[src/rtl/core/tse_pkg.sv]
// Types, codes and constants of the tile-map sprite emitter.
// No dependencies; imported by every module of the block.
`timescale 1ns / 1ps

package tse_pkg;

   // stream word widths
   localparam int REQ_W      = 96;
   localparam int RSP_W      = 120;
   localparam int CSR_IDX_W  = 2;
   localparam int CSR_DATA_W = 8;

   // register indexes
   localparam logic [CSR_IDX_W-1:0] CSR_TILES_ACROSS = 2'd0;
   localparam logic [CSR_IDX_W-1:0] CSR_TILES_DOWN   = 2'd1;
   localparam logic [CSR_IDX_W-1:0] CSR_TILE_WIDTH   = 2'd2;
   localparam logic [CSR_IDX_W-1:0] CSR_TILE_HEIGHT  = 2'd3;

   // item kinds
   localparam logic FUNC_SET    = 1'b0;
   localparam logic FUNC_RENDER = 1'b1;

   // map entry: {flip_y, flip_x, index[12:0]}
   localparam int ENTRY_W = 15;
   localparam int IDX_W   = 13;
   localparam logic [ENTRY_W-1:0] ENTRY_EMPTY = 15'h1FFF;

   // walk counter holds 0..64
   localparam int WALK_W = 7;
   localparam int ADDR_W = 6;

   // shared multiplier
   localparam int MUL_A_W     = 12;
   localparam int MUL_B_W     = 16;
   localparam int MUL_P_W     = 28;
   localparam int RECIP_SHIFT = 15;

   // floor(2^15 / a) for a = 1..8; quotient estimate is low by at most one
   function automatic logic [MUL_B_W-1:0] recip(input logic [3:0] a);
      logic [MUL_B_W-1:0] m;
      case (a)
         4'd1:    m = 16'd32768;
         4'd2:    m = 16'd16384;
         4'd3:    m = 16'd10922;
         4'd4:    m = 16'd8192;
         4'd5:    m = 16'd6553;
         4'd6:    m = 16'd5461;
         4'd7:    m = 16'd4681;
         4'd8:    m = 16'd4096;
         default: m = 16'd32768;
      endcase
      return m;
   endfunction

   // effective configuration seen by the walker
   typedef struct packed {
      logic [3:0]        across;
      logic [WALK_W-1:0] walk_len;
      logic [7:0]        tile_w;
      logic [7:0]        tile_h;
   } tse_cfg_type;

   // command from the request side
   typedef struct packed {
      logic               start;
      logic signed [19:0] cam_x;
      logic signed [19:0] cam_y;
      logic [31:0]        color;
      logic               wr_en;
      logic [ADDR_W-1:0]  wr_addr;
      logic [ENTRY_W-1:0] wr_data;
   } tse_cmd_type;

   // one sprite result
   typedef struct packed {
      logic [20:0] screen_x;
      logic [20:0] screen_y;
      logic [19:0] uv_x;
      logic [19:0] uv_y;
      logic        flip_x;
      logic        flip_y;
      logic [31:0] color;
      logic        last_tile;
   } tse_result_type;

endpackage

[src/rtl/core/tse_store.sv]
// Tile map store: one write port, one registered read port, per-entry valid bits.
// Depends on tse_pkg.
`timescale 1ns / 1ps

module tse_store
   import tse_pkg::*;
#(
   parameter int DEPTH = 64
) (
   input  logic               clock,
   input  logic               reset,
   input  logic               wr_en,
   input  logic [ADDR_W-1:0]  wr_addr,
   input  logic [ENTRY_W-1:0] wr_data,
   input  logic [WALK_W-1:0]  rd_addr,
   output logic [ENTRY_W-1:0] rd_data
);

   localparam int AW = (DEPTH > 1) ? $clog2(DEPTH) : 1;

   logic [ENTRY_W-1:0] store_ff [DEPTH];
   logic [DEPTH-1:0]   valid_ff;
   logic [DEPTH-1:0]   valid_in;
   logic [ENTRY_W-1:0] rd_data_ff;
   logic               rd_vld_ff;

   // valid bits: set on write, all clear at reset
   always_comb begin
      valid_in = valid_ff;
      if (wr_en) begin
         valid_in[wr_addr[AW-1:0]] = 1'b1;
      end
   end

   always_ff @(posedge clock) begin
      if (reset) begin
         valid_ff <= '0;
      end else begin
         valid_ff <= valid_in;
      end
   end

   // memory write
   always_ff @(posedge clock) begin
      if (wr_en) begin
         store_ff[wr_addr[AW-1:0]] <= wr_data;
      end
   end

   // registered read
   always_ff @(posedge clock) begin
      rd_data_ff <= store_ff[rd_addr[AW-1:0]];
      rd_vld_ff  <= valid_ff[rd_addr[AW-1:0]];
   end

   // never-written entries read as empty
   assign rd_data = rd_vld_ff ? rd_data_ff : ENTRY_EMPTY;

endmodule

[src/rtl/core/tse_mul.sv]
// Shared unsigned multiplier with a registered product.
// Depends on tse_pkg.
`timescale 1ns / 1ps

module tse_mul
   import tse_pkg::*;
(
   input  logic               clock,
   input  logic [MUL_A_W-1:0] op_a,
   input  logic [MUL_B_W-1:0] op_b,
   output logic [MUL_P_W-1:0] prod
);

   logic [MUL_P_W-1:0] prod_ff;
   logic [MUL_P_W-1:0] prod_in;

   assign prod_in = MUL_P_W'(op_a) * MUL_P_W'(op_b);

   always_ff @(posedge clock) begin
      prod_ff <= prod_in;
   end

   assign prod = prod_ff;

endmodule

[src/rtl/core/tse_walker.sv]
// Render sequencer: walks the map, drives the shared multiplier, stages results.
// Depends on tse_pkg, tse_store and tse_mul.
`timescale 1ns / 1ps

module tse_walker
   import tse_pkg::*;
#(
   parameter int MAX_TILES = 64
) (
   input  logic           clock,
   input  logic           reset,
   input  tse_cfg_type    cfg,
   input  tse_cmd_type    cmd,
   output logic           idle,
   input  logic           out_ready,
   output logic           out_valid,
   output tse_result_type out_word
);

   // sequencer states
   localparam logic [3:0] S_IDLE  = 4'd0;
   localparam logic [3:0] S_READ  = 4'd1;
   localparam logic [3:0] S_CHECK = 4'd2;
   localparam logic [3:0] S_MSX   = 4'd3;
   localparam logic [3:0] S_MSY   = 4'd4;
   localparam logic [3:0] S_MQE   = 4'd5;
   localparam logic [3:0] S_MQA   = 4'd6;
   localparam logic [3:0] S_MFIX  = 4'd7;
   localparam logic [3:0] S_MUX   = 4'd8;
   localparam logic [3:0] S_MUY   = 4'd9;
   localparam logic [3:0] S_MEND  = 4'd10;
   localparam logic [3:0] S_PUSH  = 4'd11;
   localparam logic [3:0] S_DONE  = 4'd12;

   logic [3:0]         state_ff, state_in;
   logic [WALK_W-1:0]  pos_ff, pos_in;
   logic [2:0]         col_ff, col_in;
   logic [2:0]         row_ff, row_in;
   logic [19:0]        cam_x_ff, cam_x_in;
   logic [19:0]        cam_y_ff, cam_y_in;
   logic [31:0]        color_ff, color_in;
   logic [11:0]        id_ff, id_in;
   logic               fx_ff, fx_in;
   logic               fy_ff, fy_in;
   logic [11:0]        q_ff, q_in;
   logic [2:0]         r_ff, r_in;
   tse_result_type     cur_ff, cur_in;
   tse_result_type     hold_ff, hold_in;
   logic               hold_vld_ff, hold_vld_in;
   tse_result_type     out_ff, out_in;
   logic               out_vld_ff, out_vld_in;

   logic [ENTRY_W-1:0] rd_data;
   logic [MUL_A_W-1:0] op_a;
   logic [MUL_B_W-1:0] op_b;
   logic [MUL_P_W-1:0] prod;
   logic               out_free;
   logic               last_pos;
   logic [11:0]        r_raw;
   logic [11:0]        r_fix;
   logic [11:0]        q_est;

   tse_store #(.DEPTH(MAX_TILES)) u_store (
      .clock   (clock),
      .reset   (reset),
      .wr_en   (cmd.wr_en),
      .wr_addr (cmd.wr_addr),
      .wr_data (cmd.wr_data),
      .rd_addr (pos_ff),
      .rd_data (rd_data)
   );

   tse_mul u_mul (
      .clock (clock),
      .op_a  (op_a),
      .op_b  (op_b),
      .prod  (prod)
   );

   assign out_free = !out_vld_ff || out_ready;
   assign last_pos = (pos_ff == cfg.walk_len - WALK_W'(1));
   assign q_est    = prod[RECIP_SHIFT +: 12];
   assign r_raw    = id_ff - prod[11:0];
   assign r_fix    = r_raw - {8'd0, cfg.across};

   // multiplier operand select
   always_comb begin
      op_a = '0;
      op_b = '0;
      case (state_ff)
         S_MSX: begin
            op_a = MUL_A_W'(col_ff);
            op_b = MUL_B_W'(cfg.tile_w);
         end
         S_MSY: begin
            op_a = MUL_A_W'(row_ff);
            op_b = MUL_B_W'(cfg.tile_h);
         end
         S_MQE: begin
            op_a = id_ff;
            op_b = recip(cfg.across);
         end
         S_MQA: begin
            op_a = q_est;
            op_b = MUL_B_W'(cfg.across);
         end
         S_MUX: begin
            op_a = MUL_A_W'(r_ff);
            op_b = MUL_B_W'(cfg.tile_w);
         end
         S_MUY: begin
            op_a = q_ff;
            op_b = MUL_B_W'(cfg.tile_h);
         end
         default: begin
            op_a = '0;
            op_b = '0;
         end
      endcase
   end

   // sequencer and datapath
   always_comb begin
      state_in    = state_ff;
      pos_in      = pos_ff;
      col_in      = col_ff;
      row_in      = row_ff;
      cam_x_in    = cam_x_ff;
      cam_y_in    = cam_y_ff;
      color_in    = color_ff;
      id_in       = id_ff;
      fx_in       = fx_ff;
      fy_in       = fy_ff;
      q_in        = q_ff;
      r_in        = r_ff;
      cur_in      = cur_ff;
      hold_in     = hold_ff;
      hold_vld_in = hold_vld_ff;
      out_in      = out_ff;
      out_vld_in  = out_vld_ff && !out_ready;

      case (state_ff)
         S_IDLE: begin
            if (cmd.start) begin
               cam_x_in = cmd.cam_x;
               cam_y_in = cmd.cam_y;
               color_in = cmd.color;
               pos_in   = '0;
               col_in   = '0;
               row_in   = '0;
               state_in = S_READ;
            end
         end
         S_READ: begin
            state_in = S_CHECK;
         end
         S_CHECK: begin
            if (rd_data[IDX_W-1]) begin
               // empty entry: skip it
               if (last_pos) begin
                  state_in = S_DONE;
               end else begin
                  pos_in   = pos_ff + WALK_W'(1);
                  if ({1'b0, col_ff} == cfg.across - 4'd1) begin
                     col_in = '0;
                     row_in = row_ff + 3'd1;
                  end else begin
                     col_in = col_ff + 3'd1;
                  end
                  state_in = S_READ;
               end
            end else begin
               id_in    = rd_data[11:0];
               fx_in    = rd_data[IDX_W];
               fy_in    = rd_data[IDX_W+1];
               state_in = S_MSX;
            end
         end
         S_MSX: begin
            state_in = S_MSY;
         end
         S_MSY: begin
            cur_in.screen_x = {cam_x_ff[19], cam_x_ff} + {6'd0, prod[10:0], 4'd0};
            state_in        = S_MQE;
         end
         S_MQE: begin
            cur_in.screen_y = {cam_y_ff[19], cam_y_ff} + {6'd0, prod[10:0], 4'd0};
            state_in        = S_MQA;
         end
         S_MQA: begin
            q_in     = q_est;
            state_in = S_MFIX;
         end
         S_MFIX: begin
            // one correction step of the reciprocal divide
            if (r_raw >= {8'd0, cfg.across}) begin
               r_in = r_fix[2:0];
               q_in = q_ff + 12'd1;
            end else begin
               r_in = r_raw[2:0];
            end
            state_in = S_MUX;
         end
         S_MUX: begin
            state_in = S_MUY;
         end
         S_MUY: begin
            cur_in.uv_x = prod[19:0];
            state_in    = S_MEND;
         end
         S_MEND: begin
            cur_in.uv_y      = prod[19:0];
            cur_in.flip_x    = fx_ff;
            cur_in.flip_y    = fy_ff;
            cur_in.color     = color_ff;
            cur_in.last_tile = 1'b0;
            state_in         = S_PUSH;
         end
         S_PUSH: begin
            // the held result is known not to be last once a newer one exists
            if (!hold_vld_ff || out_free) begin
               if (hold_vld_ff) begin
                  out_in     = hold_ff;
                  out_vld_in = 1'b1;
               end
               hold_in     = cur_ff;
               hold_vld_in = 1'b1;
               if (last_pos) begin
                  state_in = S_DONE;
               end else begin
                  pos_in = pos_ff + WALK_W'(1);
                  if ({1'b0, col_ff} == cfg.across - 4'd1) begin
                     col_in = '0;
                     row_in = row_ff + 3'd1;
                  end else begin
                     col_in = col_ff + 3'd1;
                  end
                  state_in = S_READ;
               end
            end
         end
         S_DONE: begin
            if (!hold_vld_ff) begin
               state_in = S_IDLE;
            end else if (out_free) begin
               out_in           = hold_ff;
               out_in.last_tile = 1'b1;
               out_vld_in       = 1'b1;
               hold_vld_in      = 1'b0;
               state_in         = S_IDLE;
            end
         end
         default: begin
            state_in = S_IDLE;
         end
      endcase
   end

   // control registers
   always_ff @(posedge clock) begin
      if (reset) begin
         state_ff    <= S_IDLE;
         hold_vld_ff <= 1'b0;
         out_vld_ff  <= 1'b0;
      end else begin
         state_ff    <= state_in;
         hold_vld_ff <= hold_vld_in;
         out_vld_ff  <= out_vld_in;
      end
   end

   // payload registers
   always_ff @(posedge clock) begin
      pos_ff   <= pos_in;
      col_ff   <= col_in;
      row_ff   <= row_in;
      cam_x_ff <= cam_x_in;
      cam_y_ff <= cam_y_in;
      color_ff <= color_in;
      id_ff    <= id_in;
      fx_ff    <= fx_in;
      fy_ff    <= fy_in;
      q_ff     <= q_in;
      r_ff     <= r_in;
      cur_ff   <= cur_in;
      hold_ff  <= hold_in;
      out_ff   <= out_in;
   end

   assign idle      = (state_ff == S_IDLE);
   assign out_valid = out_vld_ff;
   assign out_word  = out_ff;

endmodule

[src/rtl/core/tilemap_sprite_emitter.sv]
// Set-tile: taken while idle, ready again the next cycle. Render: each map entry is read;
// empty entries are skipped, a drawn tile makes six passes through one shared multiplier
// and a push; a closing state ends the render. Stalled results hold push and closing states.
// Results leave through an output register; a drawn tile is held one step until the walk
// knows whether it is the last. Reset (synchronous): registers to 8 x 8 tiles of 16 x 16,
// all map entries read as empty at once through per-entry valid bits, no clearing pass.
`timescale 1ns / 1ps

module tilemap_sprite_emitter
   import tse_pkg::*;
#(
   parameter int MAX_TILES = 64
) (
   input  logic                  clock,
   input  logic                  reset,
   // request word
   input  logic                  req_tvalid,
   output logic                  req_tready,
   // tile_col, tile_row, tile_index, flip_x, flip_y, camera_x, camera_y, color, zero pad
   input  logic [REQ_W-1:0]      req_tdata,
   // func
   input  logic                  req_tuser,
   // result word
   output logic                  rsp_tvalid,
   input  logic                  rsp_tready,
   // screen_x, screen_y, uv_x, uv_y, out_flip_x, out_flip_y, out_color, zero pad
   output logic [RSP_W-1:0]      rsp_tdata,
   // last_tile
   output logic                  rsp_tlast,
   // register writes
   input  logic                  csr_wen,
   input  logic [CSR_IDX_W-1:0]  csr_addr,
   input  logic [CSR_DATA_W-1:0] csr_wdata
);

   localparam logic [WALK_W-1:0] MaxWalk = WALK_W'(MAX_TILES);

   logic [3:0]        across_ff, across_in;
   logic [3:0]        down_ff, down_in;
   logic [7:0]        tile_w_ff, tile_w_in;
   logic [7:0]        tile_h_ff, tile_h_in;

   logic [3:0]        across_eff;
   logic [3:0]        down_eff;
   logic [WALK_W-1:0] map_size;
   logic [WALK_W-1:0] set_addr;
   logic [2:0]        set_col;
   logic [2:0]        set_row;
   logic              accept;
   logic              idle;
   tse_cfg_type       cfg;
   tse_cmd_type       cmd;
   tse_result_type    res;

   // register writes
   always_comb begin
      across_in = across_ff;
      down_in   = down_ff;
      tile_w_in = tile_w_ff;
      tile_h_in = tile_h_ff;
      if (csr_wen) begin
         case (csr_addr)
            CSR_TILES_ACROSS: across_in = csr_wdata[3:0];
            CSR_TILES_DOWN:   down_in   = csr_wdata[3:0];
            CSR_TILE_WIDTH:   tile_w_in = csr_wdata;
            CSR_TILE_HEIGHT:  tile_h_in = csr_wdata;
            default:          across_in = across_ff;
         endcase
      end
   end

   always_ff @(posedge clock) begin
      if (reset) begin
         across_ff <= 4'd8;
         down_ff   <= 4'd8;
         tile_w_ff <= 8'd16;
         tile_h_ff <= 8'd16;
      end else begin
         across_ff <= across_in;
         down_ff   <= down_in;
         tile_w_ff <= tile_w_in;
         tile_h_ff <= tile_h_in;
      end
   end

   // map size clamped to 1..8 each way, walk capped at the store depth
   assign across_eff = (across_ff == 4'd0) ? 4'd1 : (across_ff > 4'd8) ? 4'd8 : across_ff;
   assign down_eff   = (down_ff == 4'd0) ? 4'd1 : (down_ff > 4'd8) ? 4'd8 : down_ff;
   assign map_size   = WALK_W'(across_eff) * WALK_W'(down_eff);

   always_comb begin
      cfg.across   = across_eff;
      cfg.walk_len = (map_size < MaxWalk) ? map_size : MaxWalk;
      cfg.tile_w   = tile_w_ff;
      cfg.tile_h   = tile_h_ff;
   end

   // request decode
   assign req_tready = idle;
   assign accept     = req_tvalid && req_tready;
   assign set_col    = req_tdata[2:0];
   assign set_row    = req_tdata[5:3];
   assign set_addr   = WALK_W'(set_row) * WALK_W'(across_eff) + WALK_W'(set_col);

   always_comb begin
      cmd.start   = accept && (req_tuser == FUNC_RENDER);
      cmd.cam_x   = req_tdata[40:21];
      cmd.cam_y   = req_tdata[60:41];
      cmd.color   = req_tdata[92:61];
      // writes outside the map are dropped
      cmd.wr_en   = accept && (req_tuser == FUNC_SET)
                    && ({1'b0, set_col} < across_eff)
                    && ({1'b0, set_row} < down_eff)
                    && (set_addr < cfg.walk_len);
      cmd.wr_addr = set_addr[ADDR_W-1:0];
      cmd.wr_data = {req_tdata[20], req_tdata[19], req_tdata[18:6]};
   end

   tse_walker #(.MAX_TILES(MAX_TILES)) u_walker (
      .clock     (clock),
      .reset     (reset),
      .cfg       (cfg),
      .cmd       (cmd),
      .idle      (idle),
      .out_ready (rsp_tready),
      .out_valid (rsp_tvalid),
      .out_word  (res)
   );

   // result word packing
   assign rsp_tdata = {4'd0, res.color, res.flip_y, res.flip_x, res.uv_y, res.uv_x,
                       res.screen_y, res.screen_x};
   assign rsp_tlast = res.last_tile;

endmodule

[config.mk]
export PLATFORM = sky130hd
export DESIGN_NAME = tilemap_sprite_emitter
export DESIGN_NICKNAME = d
export VERILOG_FILES = /design/src/rtl/core/tse_pkg.sv /design/src/rtl/core/tse_store.sv /design/src/rtl/core/tse_mul.sv /design/src/rtl/core/tse_walker.sv /design/src/rtl/core/tilemap_sprite_emitter.sv
export SDC_FILE = /design/constraint.sdc
export NUM_CORES = 2
export LEC_CHECK = 0
export BUFFER_PORTS_ARGS = -buffer_cell sky130_fd_sc_hd__buf_4
export CAP_MARGIN = 25
export CORE_MARGIN = 3
export CORE_UTILIZATION = 60
export CTS_BUF_LIST = sky130_fd_sc_hd__clkbuf_8
export CTS_CLUSTER_DIAMETER = 150
export DETAILED_ROUTE_END_ITERATION = 16
export PLACE_DENSITY = 0.78
export SETUP_SLACK_MARGIN = 0.15
export SLEW_MARGIN = 20
export SYNTH_ARGS = -nofsm -noshare
export SYNTH_HDL_FRONTEND = slang
export SYNTH_SLANG_ARGS = --single-unit
[constraint.sdc]
create_clock -name clock -period 22.4 [get_ports clock]
set_input_delay 2.24 -clock clock [delete_from_list [all_inputs] [get_ports clock]]
set_output_delay 2.24 -clock clock [all_outputs]
set_load 0.01 [all_outputs]
### Word level (Yosys, flattened, before mapping)

Memories as Yosys holds them, arrays and structs flattened. A register that Yosys moved wholly into a read port is not among the register bits.
Cells that the tools add are included.
W data, S select, Z words.

| storage, ports and cells | value |
|---|---|
| output and inout port bits | 123 |
| memories | 2 |
| bits in read-only memories | 256 |
| bits of input ports | 112 |
| word-level logic and storage cells | 185 |
| register bits | 585 |
| bits in writable memories | 960 |

Memory list:

| memory | depth | width | read ports | clocked after Yosys merged registers in | write ports | line | source |
|---|---|---|---|---|---|---|---|
| u_walker.u_store.store_ff | 64 | 15 | 1 | 1 | 1 | tse_store.sv:21 | `logic [ENTRY_W-1:0] store_ff [DEPTH];` |
| (name not given) | 16 | 16 | 1 | 0 | 0 | tse_pkg.sv:41 | `case (a)` |

| operators by class | value |
|---|---|
| order comparisons | 10 |
| muxes and demuxes | 54 |
| $mul | 3 |
| bitwise logic cells | 3 |
| add/sub/neg operators | 11 |
| equality and inequality tests | 25 |
| reduce and logical (&&, ||, !) cells | 34 |

Operators with widths:

| cell | count |
|---|---|
| $mux W117 | 4 |
| $pmux W117 S2 | 1 |
| $pmux W12 S6 | 1 |
| $or A64 B64 Y64 | 1 |
| $pmux W16 S4 | 1 |
| $pmux W4 S13 | 1 |
| $add A20 B16 Y21 | 2 |
| $mux W4 | 10 |
| $mux W7 | 5 |
| $mux W3 | 10 |
| $mul A12 B16 Y27 | 1 |
| $pmux W12 S2 | 1 |
| $pmux W7 S3 | 1 |
| $eq A4 B4 Y1 const B | 5 |
| $pmux W3 S3 | 2 |
| $reduce_and A2 Y1 | 9 |
| $eq A4 B3 Y1 const B | 4 |
| $lt A6 B7 Y1 const B | 2 |
| $ne A2 B1 Y1 const B | 7 |
| $mux W13 | 1 |
| $add A12 B1 Y12 const B | 1 |
| $ge A12 B4 Y1 | 1 |
| $logic_not A4 Y1 | 3 |
| $mux W12 | 1 |
| other kinds (36) | 65 |

### Logic depth before layout (Yosys ltp)

| logic depth | value |
|---|---|
| word-level depth | 11 |
| depth in mapped cells | 31 |
| depth with buffers taken out | 29 |

### Cells and area by module

Synthesis repeated with hierarchy kept, for this count alone.

| unflattened totals | value |
|---|---|
| cell total of the unflattened synthesis | 3971 |
| area total of the unflattened synthesis | 66138.4 µm² |

By module, submodules not included:

| module | times used | area an instance (µm²) | seq. area each (µm²) | cells each |
|---|---|---|---|---|
| tse_store | 1 | 39371.5 | 30429.2 | 1862 |
| tse_walker | 1 | 17883.4 | 14023.4 | 1065 |
| tse_mul | 1 | 6845.3 | 560.5 | 786 |
| tilemap_sprite_emitter | 1 | 2038.2 | 480.5 | 258 |

### Worst setup path before layout

No wires, ideal clock.

| timing | value |
|---|---|
| kind | input -> register |
| start | in rsp_tready |
| end | reg u_walker.hold_ff[100] (netlist bit), enable pin |
| path slack | 10808 ps |
| buffers on the path | 0 |
| cell stages on the path | 2 |
| arrival time | 10828 ps |
| required time | 21637 ps |
| cell sequence | nor2b_1 -> a211oi_1 |

| between the ends | value |
|---|---|
| longest elaborated chain between the ends | 3 |

RTL lines:

| what | line | source |
|---|---|---|
| start, declared | tilemap_sprite_emitter.sv:25 | `input logic rsp_tready,` |
| $logic_or A1 B1 Y1 | tse_walker.sv:80 | `assign out_free = !out_vld_ff \|\| out_ready;` |
| $logic_or A1 B1 Y1 | tse_walker.sv:221 | `if (!hold_vld_ff \|\| out_free) begin` |
| $reduce_and A2 Y1 (no source line) | -- |  |
| end signal, assigned | tse_walker.sv:286 | `hold_ff <= hold_in;` |
| end, declared | tse_walker.sv:48 | `tse_result_type hold_ff, hold_in;` |

Every way passes these cells.
A chain may end at the register's enable or synchronous reset.

### Worst setup path in the final report

| timing | value |
|---|---|
| start | reg u_walker.state_ff[2] |
| end | reg u_walker.u_mul.prod_ff[25] (netlist: u_walker.u_mul.prod[25]) |

| between the ends | value |
|---|---|
| longest elaborated chain between the ends | 4 |
| elaborated cells on any way between the ends | 11 |
| classes of those cells | 1 x mul; 6 x eq/ne; 2 x mux; 2 x reduce/logical |

RTL lines:

| what | line | source |
|---|---|---|
| start, declared | tse_walker.sv:35 | `logic [3:0] state_ff, state_in;` |
| start signal, assigned | tse_walker.sv:266 | `state_ff <= state_in;` |
| $eq A4 B3 Y1, or another cell as far along | tse_walker.sv:90 | `case (state_ff)` |
| $reduce_or A2 Y1 (no source line) | -- |  |
| $pmux W16 S4 | tse_walker.sv:90 |  |
| $mul A12 B16 Y27 * | tse_mul.sv:17 | `assign prod_in = MUL_P_W'(op_a) * MUL_P_W'(op_b);` |
| via u_walker.u_mul.prod_in[25] | tse_mul.sv:15 | `logic [MUL_P_W-1:0] prod_in;` |
| end signal, assigned | tse_mul.sv:20 | `prod_ff <= prod_in;` |
| end, declared | tse_mul.sv:14 | `logic [MUL_P_W-1:0] prod_ff;` |

Mark *: on every way through the listed nets, which the timed path passes. The rest lies on a longest branch.

==> results by group <==
Floorplan
  – Die Ht: 338.2 um
  – Row cnt: 121
  – Io pins: 235
  – DIE AREA: 114300 um^2
  – Initial core utilization: 0.6064
  – Core Box Area: 109200 um^2
  – DIE WIDTH: 338.2 um

Timing
  – Final min period: 8.504 ns
  – Max Slew Vio Count: 0
  – Final Hold Vio Count: 0
  – Final Cycle Share: 0.3796
  – Setup WS post-layout: 13.90 ns
  – Max Freq: 117.6 MHz
  – Worst-margin pin slew: 1.122 ns
  – Relative slew slack: 0.2510
  – Setup tns final: 0 ns
  – Count of final setup violators: 0
  – Unrepaired setup endpoints after global routing: no
  – Clock Skew: 0.04891 ns

Clock tree
  – H-tree Lvls: 4
  – Bufs on Longest Clock Path: 3
  – Hold buffers post-CTS: 0
  – Post-CTS Setup Inserts: 0
  – TritonCTS Sinks: 1560
  – Post-CTS sizing: 0
  – Root Buffer: clkbuf_8
  – CTS buffer count: 231
  – Worst skew pair latency: 0.91 ns
  – Clock-pin slew on the worst setup and hold paths: 0.06 ns
  – CTS tree: built

Worst setup path
  – Startpoint types: flop
  – Crit path DAT: 9.27 ns
  – Critical Path Sink Type: flop
  – Setup CP Type: reg2reg
  – Worst-path maximum fanout: 23
  – Worst Path Required: 23.16 ns

Synthesis
  – Cell area after synthesis: 66200 um^2
  – Post-Syn Instances: 3828
  – Sequential fraction of the synthesis area: 0.6869
  – Top cells by area, synth: edfxtp_1, mux4_2, fa_1
  – Area fraction of the dominant cell type after synthesis: 0.6455
  – Cell taking the most area after synthesis: edfxtp_1
  – Post-synth cell types: 79
  – Most used flip-flop cell after synthesis: edfxtp_1
  – Mean Syn Cell Area: 17.29 um^2
  – Async S/R FF share, synth: 0
  – Most common cell in the synthesized netlist: edfxtp_1
  – Synth warn: 0
  – Post-synth EDFFs: 1423
  – Flops & latches, synth: 1560
  – Top cells by count, synth: edfxtp_1, mux4_2, inv_1

Detailed routing
  – Drt wl/cell: 23.84 um
  – Final ANT Viol Nets: 0
  – Top sig layer: met5
  – Initial DRC count: 3381
  – M1 wire length: 55060 um
  – Met2 wire len: 69760 um
  – Via count: 34890
  – Vias/cell: 5.928
  – Drt first pass iters: 6
  – DRC errors left: 0
  – Post-Route WL: 140300 um
  – Wire length on met3: 11590 um

Power
  – P per Cell Area: 76.32 nW/um^2
  – Final Total Pwr: 5683 uW
  – Leak pwr: 0.02588 uW
  – Maximum vdd drop: 0.00008110 V

Global route
  – First-pass GRT wire length: 213100 um
  – Pin count of the biggest net entering global routing: 159
  – Number of global-route vias before repair: 35080
  – Grt ovf: 0
  – Antenna violations before repair: 5
  – Total track usage: 0.2465

Status
  – Outcome: completed

Final layout
  – Layout cells sized above 1: 0.2305
  – P&R area growth vs syn: 12.49%
  – Final non-filler cell total: 5885
  – # nets final: 4612

Placed design
  – Pre-CTS setup slack: 13.97 ns
  – Buffers on Ports: 227
  – Placed Instances: 5441
  – Gp weighted congestion: 0.8683
  – Final HPWL DP: 89250 um

Run
  – Max-cap viol count: 0

Hold path
  – Worst hold path class: reg2reg
path summary, 6_finish.rpt:
path / from / end / slack [ns] / depth (start not counted)
max: u_walker.state_ff[2] / u_walker.u_mul.prod[25] / 13.90 / 26
min: u_walker.cur_ff[45] / u_walker.hold_ff[45] / 0.39 / 0
min reg2reg: u_walker.cur_ff[45] / u_walker.hold_ff[45] / 0.39 / 0
max reg2reg: u_walker.state_ff[2] / u_walker.u_mul.prod[25] / 13.90 / 26
through the flow:
step / hold WS [ns] / util / cell area (um^2)
after floorplan: 0.4003 / - / 66210
after global placement: 0.4001 / 0.6390 / 69750
after detailed placement: 0.4045 / 0.6395 / 69800
after CTS: 0.3903 / 0.6807 / 74300
after global routing: 0.4088 / 0.6821 / 74460
final: 0.3923 / 0.6822 / 74470
registers in the layout, indices dropped and copies added (netlist names), 4 cells and up:
name / cells
u_walker.u_mul.prod: 27
u_walker.u_store.store_ff: 960
u_walker.color_ff: 32
u_walker.u_store.valid_ff: 64
u_walker.id_ff: 12
down_ff: 4
u_walker.cam_y_ff: 20
u_walker.cam_x_ff: 20
tile_w_ff: 8
u_walker.u_store.rd_data_ff: 15
across_ff: 4
u_walker.q_ff: 12
u_walker.state_ff: 4
u_walker.pos_ff: 7
u_walker.cur_ff: 116
u_walker.out_word: 117
tile_h_ff: 8
u_walker.hold_ff: 116
final cells by class:
| class | count | area, um^2 |
|---|---|---|
| flip-flops and latches | 1560 | 45470 |
| fillers | 6934 | 34690 |
| multi-input cells | 1784 | 18970 |
| clock buffers | 237 | 3262 |
| repair buffers | 306 | 2444 |
| well taps | 1476 | 1847 |
| clock inverters | 193 | 1239 |
| inverters | 323 | 1214 |
| diodes | 6 | 15.01 |
critical path, cell delays in order, from the launching register on:
cell and delay (ns):
dfxtp_1 0.85, nand3b_1 0.47, nor2_1 0.26, nand2_1 0.20, o21ai_0 0.27, o21a_1 0.49
a221o_1 0.46, nand2_1 0.14, fa_1 0.55, inv_1 0.05, fa_1 0.50, inv_1 0.05
fa_1 0.53, inv_1 0.05, fa_1 0.48, inv_1 0.05, fa_1 0.47, inv_1 0.04
ha_1 0.34, and3_1 0.21, o21ai_0 0.10, or3_1 0.39, a31oi_1 0.33, a41oi_1 0.26
o21ai_0 0.45, nor4_1 0.08, a211o_1 0.28
report_power, final:
part           leakage (uW)  internal, uW  total, uW  switching, uW
clock network       0.00261          1130       2210           1070
logic               0.00935           114        278            164
registers            0.0139          3190       3200           9.40
logic make-up after synthesis:
logic type	share of synthesized area
compound gates	0.03438
xor+xnor	0.01072
fa+ha+maj	0.07269
buf+inv	0.02837
flops	0.6869
mux	0.1174
other cells	0.00005665
simple gates	0.04946
cell usage in the layout (no fill, tap or decap), types with 7 or more instances in the layout:
| master | count |
|---|---|
| a21o_1 | 19 |
| a21oi_1 | 76 |
| a22oi_1 | 15 |
| a31oi_1 | 7 |
| and2_1 | 31 |
| and3_1 | 15 |
| buf_4 | 291 |
| bufinv_16 | 12 |
| clkbuf_8 | 237 |
| clkinv_1 | 50 |
| clkinv_2 | 37 |
| dfxtp_1 | 137 |
| edfxtp_1 | 1423 |
| fa_1 | 151 |
| ha_1 | 143 |
| inv_1 | 400 |
| mux2i_1 | 18 |
| mux4_2 | 336 |
| nand2_1 | 263 |
| nand2_2 | 8 |
| nand2b_1 | 31 |
| nand3_1 | 44 |
| nand3b_1 | 12 |
| nand4_1 | 8 |
| nor2_1 | 164 |
| nor2_2 | 27 |
| nor2b_1 | 29 |
| nor3_1 | 25 |
| o21a_1 | 16 |
| o21ai_0 | 61 |
| o21bai_1 | 8 |
| o22ai_1 | 66 |
| or2_2 | 12 |
| or3_1 | 7 |
| xnor2_1 | 57 |
| xor2_1 | 24 |
per-layer routing:
layer / vias to the layer above / global-route usage
met1: 17660 / 0.3421
met4: 6 / 0.07598
met2: 1601 / 0.4018
li1: 15340 / -
met3: 274 / 0.04871
met5: - / 0
(Power assumes the default switching activity.)
